## config.mk

```make
export PLATFORM = sky130hd
export DESIGN_NAME = rls_ram
export DESIGN_NICKNAME = d
export VERILOG_FILES = /design/src/rtl/rls_ram.sv
export SDC_FILE = /design/constraint.sdc
export NUM_CORES = 1
export LEC_CHECK = 0
export BUFFER_PORTS_ARGS = -buffer_cell sky130_fd_sc_hd__buf_2
export CAP_MARGIN = 20
export CORE_MARGIN = 2
export CORE_UTILIZATION = 35
export DETAILED_ROUTE_END_ITERATION = 7
export PLACE_DENSITY = 0.51
export SYNTH_ARGS = -nofsm -noshare
export SYNTH_HDL_FRONTEND = slang
export SYNTH_SLANG_ARGS = --single-unit
```

## constraint.sdc

```tcl
create_clock -name clk -period 2.2 [get_ports clk]
set_clock_uncertainty 0.15 [all_clocks]
set_input_delay 0.44 -clock clk [delete_from_list [all_inputs] [get_ports clk]]
set_output_delay 0.44 -clock clk [all_outputs]
set_load 0.005 [all_outputs]
```

## src/rtl/rls_ram.sv

```systemverilog
// Generic simple dual-port RAM with registered read.
module rls_ram #(
  parameter int WIDTH = 8,
  parameter int DEPTH = 16
) (
  input  logic                     clk,
  input  logic                     we,
  input  logic [$clog2(DEPTH)-1:0] waddr,
  input  logic [WIDTH-1:0]         wdata,
  input  logic [$clog2(DEPTH)-1:0] raddr,
  output logic [WIDTH-1:0]         rdata
);

  logic [WIDTH-1:0] mem [DEPTH];

  always_ff @(posedge clk) begin
    if (we) begin
      mem[waddr] <= wdata;
    end
    rdata <= mem[raddr];
  end

endmodule

```

==> results by group <==
Floorplanning
  • Die Ht: 125 µm
  • Core Footprint: 14400 µm²
  • Rows: 44
  • Ports: 26
  • DIE AREA: 15700 µm²
  • DIE WIDTH: 125 µm
  • Initial Util: 35.7%

Power and ir drop
  • Sw frac: 19.2%
  • Static Leak: 0.00208 µW
  • Switching power: 1110 µW
  • PwrDens: 937 nW/µm²
  • Maximum VDD drop: 0.000458 V
  • Flop pwr share: 50.6%
  • Comb power frac: 4.8%
  • Total power: 5760 µW
  • Internal: 4650 µW
  • Clk pwr share: 44.6%

Global route
  • Initial antenna violation count: 1
  • Largest net degree at the start of global routing: 33
  • First-pass GRT wire length: 15600 µm
  • Vias in the first global route: 2395
  • Total gr overflow: 0
  • Global Route Usage Sum: 14.1%

Synth
  • Mapped Area: 5150 µm²
  • Mapped Nets: 247
  • Cells after synthesis: 229
  • Yosys reg bits: 136
  • Avg Synthesized Cell Area: 22.5 µm²
  • Largest area contributor in the netlist: edfxtp_1
  • Synth top area cells: edfxtp_1, mux4_2, mux4_1, dfxtp_1, a22oi_1
  • Distinct cells, synth: 19
  • Synth top area share: 74.7%
  • Syn. warnings: 0
  • Sequential share of the synthesized area: 77.8%

STA
  • Max-slew violation count: 0
  • Tmin final: 1.64 ns
  • Rel. slew slack: 50.0%
  • Setup TNS: 0 ns
  • Worst setup margin: 0.560 ns
  • Fin. Hold Viols: 0
  • F_max: 610 MHz
  • RSZ-0062 raised after global routing: false
  • Final Setup Violations: 0
  • Least-Margin Pin Slew: 0.748 ns
  • Crit share post-route: 74.6%

Drt
  • WL final: 10400 µm
  • Drt pass-1 iters: 4
  • WL/cell: 21.7 µm
  • Total number of vias: 2424
  • Via density: 5.04
  • DRC: 0
  • Post-route ant nets: 0
  • DR iter-0 viols: 205

Clocking
  • Clk sinks: 136
  • Inserted Clock Buffers: 17
  • Clock root buffer: clkbuf_16
  • CTS tree: yes
  • Number of post-CTS setup repair buffers: 0
  • Clk slew on worst S/H paths: 0.05 ns
  • Cts hold-fix bufs: 0
  • CTS resizes: 0
  • H-Tree Depth: 4
  • Clk buf depth: 2
  • Clk Latency, worst-skew pair: 0.40 ns

Min path
  • Hold Crit Class: in2reg

Layout
  • P&R area growth vs syn: 19.4%
  • Post-route cell area: 6150 µm²
  • Layout cells sized above 1: 29.1%
  • Final Non-Filler Cells: 481
  • Nets@finish: 301

Place
  • Placed Area: 5600 µm²
  • Number of port buffers: 25
  • Dpl cells: 448
  • Post-DP HPWL: 6500 µm
  • DP Worst Slack: 0.126 ns
  • RePlAce Congestion: 0.712

Setup path
  • CP Data Required Time: 2.33 ns
  • CP Capture Type: flop
  • Crit path kind: in2reg
  • CP Launch Type: primary input
  • CP arrival: 1.77 ns
  • Max FO, Critical Path: 23

Status
  • Outcome: finished, final reports clean

Job
  • Number of max-cap violations: 0
[area by class of cell]
cell class / count / area [µm²]
Clock buffer: 28 / 497
Sequential cell: 136 / 4000
Timing Repair Buffer: 45 / 313
Fill cell: 1280 / 8280
Multi-Input combinational cell: 83 / 1060
Clock inverter: 4 / 42.5
Tap cell: 184 / 230
Antenna cell: 1 / 2.50
[sequential cells by signal (all words and copies together) (netlist names)]
name / cells
mem: 128
rdata: 8
[layer usage]
metal | track usage [%] | part of all wire, % | vias up
met5 | 0 | 0 | -
met4 | 4.90 | 1.4 | 0
met3 | 4.62 | 6.6 | 11
met2 | 20.8 | 46 | 72
met1 | 19.7 | 46 | 1252
li1 | - | - | 1089
[worst paths after layout]
check	to	cells after the start	slack (ns)	startpoint
worst max-delay path	rdata[3]$_DFF_P_	5	0.56	raddr[0]
worst min register to register	rdata[0]$_DFF_P_	3	0.52	mem[7][0]$_DFFE_PP_
worst max register to register	rdata[1]$_DFF_P_	3	0.69	mem[9][1]$_DFFE_PP_
worst min-delay path	mem[15][2]$_DFFE_PP_	1	0.28	wdata[2]
[cells in the final DEF, fill, tap and decap left out, types with 2 or more instances in the layout]
master	synthesis	routed
buf_12	0	3
nand2_1	9	9
nor3_1	4	4
dfxtp_1	8	8
clkinv_1	0	2
mux4_2	18	18
nand3b_1	2	2
a22oi_1	16	16
edfxtp_1	128	128
clkbuf_8	0	3
mux4_1	14	14
nand2b_1	2	2
buf_4	1	17
buf_2	3	25
clkbuf_16	0	17
nor2_1	13	13
clkbuf_1	0	8
[Yosys cell counts, drive strengths merged]
cell type	count
a22oi	16
and2	1
and2b	1
buf	7
clkdlybuf4s25	3
dfxtp	8
edfxtp	128
mux4	32
nand2	9
nand2b	2
nand3	1
nand3b	2
nor2	13
nor2b	1
nor3	4
or3b	1
[stage by stage]
step | util, % | hold slack, ns
floorplan | - | 0.389
CTS | 42.6 | 0.262
global route | 42.6 | 0.273
detailed placement | 38.9 | 0.515
finish | 42.6 | 0.275
global placement | 38.9 | 0.506
[critical path, cell delays in order]
cell,delay [ns]
buf_2,0.14
buf_12,0.22
mux4_1,0.57
a22oi_1,0.29
nand2_1,0.09
[kinds of logic after synthesis]
kind of cell / after synthesis / share of synthesized area [%]
AO/OA/AOI/OAI: 16 / 2.33
AND/OR/NAND/NOR: 35 / 3.18
multiplexers: 32 / 15.0
buffers and inverters: 10 / 1.68
flip-flops: 136 / 77.8
[power by group through the flow]
stage | Clock (µW) | Combinational [µW] | Sequential (µW)
2_1_floorplan | 0 | 147 | 2960
3_3_place_gp | 0 | 277 | 2970
3_5_place_dp | 0 | 282 | 2970
4_1_cts | 2630 | 282 | 2920
5_1_grt | 2750 | 301 | 2920
6_report | 2570 | 275 | 2920
Note: power is estimated with default switching activity, not from simulation.
