$ cat config.mk
export PLATFORM = sky130hd
export DESIGN_NAME = rls_cell_check
export DESIGN_NICKNAME = d
export VERILOG_FILES = /design/src/rtl/rls_pkg.sv /design/src/rtl/rls_cell_check.sv
export SDC_FILE = /design/constraint.sdc
export NUM_CORES = 1
export LEC_CHECK = 0
export BUFFER_PORTS_ARGS = -buffer_cell sky130_fd_sc_hd__buf_2
export CORE_MARGIN = 3
export CORE_UTILIZATION = 51
export DETAILED_ROUTE_END_ITERATION = 6
export PLACE_DENSITY_LB_ADDON = 0.2
export SYNTH_ARGS = -nofsm -noshare
export SYNTH_HDL_FRONTEND = slang
export SYNTH_SLANG_ARGS = --single-unit
$ cat constraint.sdc
create_clock -name vclk -period 9.1
set_clock_uncertainty 0.1 [all_clocks]
set_input_delay 0.455 -clock vclk [all_inputs]
set_output_delay 0.455 -clock vclk [all_outputs]
set_load 0.005 [all_outputs]
$ cat src/rtl/rls_pkg.sv
// Shared types, register indexes and step tables for the lattice successor unit.
package rls_pkg;

  typedef struct packed {
    logic [14:0]        abs_s;
    logic signed [15:0] north_s;
    logic signed [15:0] northeast_s;
    logic signed [15:0] east_s;
    logic signed [15:0] southeast_s;
    logic [15:0]        comms;
  } cell_t;

  typedef struct packed {
    logic turn_ok;
    logic slope_ok;
    logic comms_ok;
  } chk_res_t;

  localparam logic [2:0] CFG_TURN  = 3'd0;
  localparam logic [2:0] CFG_LON   = 3'd1;
  localparam logic [2:0] CFG_LAT   = 3'd2;
  localparam logic [2:0] CFG_COMMS = 3'd3;
  localparam logic [2:0] CFG_ROWS  = 3'd4;
  localparam logic [2:0] CFG_COLS  = 3'd5;

  localparam logic [14:0] TURN_RST  = 15'd2560;
  localparam logic [14:0] LON_RST   = 15'd5120;
  localparam logic [14:0] LAT_RST   = 15'd5120;
  localparam logic [15:0] COMMS_RST = 16'hFFFF;
  localparam logic [8:0]  DIM_RST   = 9'd256;

  // row offset of one step along a heading
  function automatic logic signed [1:0] step_dr(input logic [2:0] h);
    logic signed [1:0] d;
    unique case (h)
      3'd0, 3'd1, 3'd7: d = -2'sd1;
      3'd2, 3'd6:       d = 2'sd0;
      default:          d = 2'sd1;
    endcase
    return d;
  endfunction

  // column offset of one step along a heading
  function automatic logic signed [1:0] step_dc(input logic [2:0] h);
    logic signed [1:0] d;
    unique case (h)
      3'd1, 3'd2, 3'd3: d = 2'sd1;
      3'd0, 3'd4:       d = 2'sd0;
      default:          d = -2'sd1;
    endcase
    return d;
  endfunction

endpackage

$ cat src/rtl/rls_cell_check.sv
// Shared compare unit: slope, comms and point-turn limits of one cell.
module rls_cell_check
  import rls_pkg::*;
(
  input  cell_t       site,
  input  logic [2:0]  heading,
  input  logic [14:0] turn_lim,
  input  logic [14:0] lon_lim,
  input  logic [14:0] lat_lim,
  input  logic [15:0] comms_lim,
  output chk_res_t    res
);

  logic signed [15:0] lon_s;
  logic signed [15:0] lat_s;
  logic [15:0]        lon_mag;
  logic [15:0]        lat_mag;

  // sign is irrelevant, so lon/lat pick by heading mod 4
  always_comb begin
    unique case (heading[1:0])
      2'd0: begin
        lon_s = site.north_s;
        lat_s = site.east_s;
      end
      2'd1: begin
        lon_s = site.northeast_s;
        lat_s = site.southeast_s;
      end
      2'd2: begin
        lon_s = site.east_s;
        lat_s = site.north_s;
      end
      default: begin
        lon_s = site.southeast_s;
        lat_s = site.northeast_s;
      end
    endcase
  end

  assign lon_mag = lon_s[15] ? 16'(-lon_s) : 16'(lon_s);
  assign lat_mag = lat_s[15] ? 16'(-lat_s) : 16'(lat_s);

  assign res.turn_ok  = site.abs_s <= turn_lim;
  assign res.slope_ok = (lon_mag <= {1'b0, lon_lim}) && (lat_mag <= {1'b0, lat_lim});
  assign res.comms_ok = site.comms <= comms_lim;

endmodule

==> metrics.md <==
| Metric | Value |
|---|---|
| Die width | `82.1 µm` |
| Relative slew slack | `0.375` |
| Final period util | `0.605` |
| Die area | `6740 µm²` |
| Post-DRT Antenna Nets | `0` |
| CP Max Fanout | `33` |
| Fillers | `493` |
| Hold Slack | `1.22 ns` |
| Placed cells | `572` |
| Mean Syn Cell Area | `8.46 µm²` |
| Worst Hold Depth | `4` |
| Vias per cell | `5.47` |
| Tightest Pin Transition | `0.932 ns` |
| Vias in the first global route | `2999` |
| Global route total overflow | `0` |
| IO Port Bufs | `161` |
| Hold_buf cts | `0` |
| CP top delay family | `simple AND/OR/NAND/NOR gates` |
| Final setup vio count | `0` |
| # IOs | `162` |
| GPL Wtd Cong | `0.901` |
| CP bufs+invs | `2` |
| Post-cts sizing count | `0` |
| Crit. End Element | `output port` |
| Ratio of cells with drive above 1 in the final layout | `0.402` |
| Register area | `0 µm²` |
| Cell Chain, Critical Path | `buf_2, mux4_2, or4_1, nor4b_2, a21oi_1, xor2_1, ha_1, nand4_1, or2_2, o32ai_1, o32ai_1, a311oi_1, buf_2` |
| Max cap viols | `0` |
| Arr. time, crit path | `4.95 ns` |
| Fmax | `182 MHz` |
| Area of the core | `5540 µm²` |
| Post-Route WL | `7810 µm` |
| Finished Layout Cells | `572` |
| Seq Cell Count | `0` |
| Total power | `0.235 mW` |
| Cells after Synth | `349` |
| Starting Density | `0.533` |
| WL per Instance | `13.7 µm` |
| Maximum VDD drop | `0.0347 mV` |
| N_diodes | `0` |
| Drt initial violations | `82` |
| TNS Setup | `0 ns` |
| Worst Setup Start Kind | `primary input` |
| Initial antenna violation count | `0` |
| Final max-slew violation count | `0` |
| Wire length of the first global-routing pass | `12400 µm` |
| PwrDens | `62.1 nW/µm²` |
| CP peak stage delay | `0.65 ns` |
| Final-report hold violation count | `0` |
| Pleak | `2.01 nW` |
| Synth warnings | `0` |
| Worst setup path class | `primary input to output port` |
| Largest net degree at the start of global routing | `34` |
| Rows | `27` |
| DRT Pass-1 Iters | `4` |
| Netlist cell types | `42` |
| Chip height | `82.1 µm` |
| Hold WC Path Type | `primary input to output port` |
| Fin crit period | `5.51 ns` |
| Unrepaired setup endpoints after global routing | `false` |
| CP required | `8.55 ns` |
| DP HPWL | `7210 µm` |
| GR Util All Layers | `0.224` |
| Final-stage net count | `724` |
| Post-CTS setup buffers | `0` |
| Area grow syn2layout | `28.3%` |
| Routed vias | `3130` |
| Netlist Area Pre-Place | `2950 µm²` |
| Syn nets | `571` |
| Worst path depth | `13` |
| Status | `complete, no violations` |
| Remaining DRCs | `0` |
| Slowest CP cell | `mux4_2` |
| Sequential-to-total area share from yosys stat | `0` |
| Clock buffers | `0` |
final timing paths:
check                  start      to  slack (ns)
setup / recovery  heading[1]  res[1]        3.59
hold / removal      site[94]  res[2]        1.22
synth_stat cells (all sizes together) (6+ instances only):
| library cell | instances | share of area |
|---|---|---|
| mux4 | 31 | 0.24 |
| inv | 65 | 0.083 |
| nand3 | 8 | 0.014 |
| o21a | 8 | 0.020 |
| buf | 10 | 0.020 |
| nor2 | 14 | 0.018 |
| xnor2 | 14 | 0.042 |
| nor4 | 6 | 0.015 |
| nor2b | 8 | 0.017 |
| nand2 | 8 | 0.010 |
| a21oi | 27 | 0.046 |
| xor2 | 12 | 0.036 |
| ha | 63 | 0.27 |
| o21ai | 17 | 0.029 |
| nand4 | 13 | 0.028 |
layer usage:
| layer | vias up | GRT usage | wire length, µm | part of all wire |
|---|---|---|---|---|
| met1 | 1395 | 0.269 | 3170 | 0.41 |
| met2 | 123 | 0.429 | 3860 | 0.49 |
| met5 | - | 0 | 0 | 0 |
| li1 | 1598 | - | - | - |
| met4 | 0 | 0.0532 | 187 | 0.024 |
| met3 | 14 | 0.0184 | 603 | 0.077 |
cell usage in the layout, fill, tap and decap left out, drive strengths merged, types with 6 or more instances in the layout:
| cell type | synthesis | routed |
|---|---|---|
| a21oi | 27 | 27 |
| xnor2 | 14 | 14 |
| nand3 | 8 | 8 |
| ha | 63 | 63 |
| inv | 65 | 65 |
| nor4 | 6 | 6 |
| nor2 | 14 | 14 |
| o21ai | 17 | 17 |
| mux4 | 31 | 31 |
| buf | 10 | 161 |
| nand4 | 13 | 13 |
| xor2 | 12 | 12 |
| nor2b | 8 | 8 |
| o21a | 8 | 8 |
| nand2 | 8 | 8 |
area by class of cell:
class	instances	area (µm²)	share of cell area
Inverter	65	244	0.0644
Tap cell	72	90.1	0.0238
Multi-Input combinational cell	274	2650	0.699
Timing Repair Buffer	161	806	0.213
per-stage QoR:
step	worst slack (ns)	cell area [µm²]	utilization
after floorplan	4.77	2950	-
after global placement	3.63	3790	0.684
after detailed placement	3.59	3790	0.684
after CTS	3.58	3790	0.684
after global routing	3.33	3790	0.684
final	3.59	3790	0.684
tightest hold or removal path, stage by stage:
cell	delay (ns)
buf_2	0.08
ha_1	0.13
o31ai_1	0.07
buf_2	0.12
power by group:
| group | internal, mW | leakage, nW | switching [mW] |
|---|---|---|---|
| registers | 0 | 0 | 0 |
| logic | 0.120 | 2.01 | 0.115 |
| clock network | 0 | 0 | 0 |
cell families (layout without fill, tap and decap cells):
kind of cell,after synthesis,count (layout),synth area share
fa+ha+maj,63,63,0.267
simple gates,80,80,0.155
xor+xnor,26,26,0.0771
mux,34,34,0.249
compound gates,71,71,0.150
buf+inv,75,226,0.102
(Power assumes the default switching activity.)
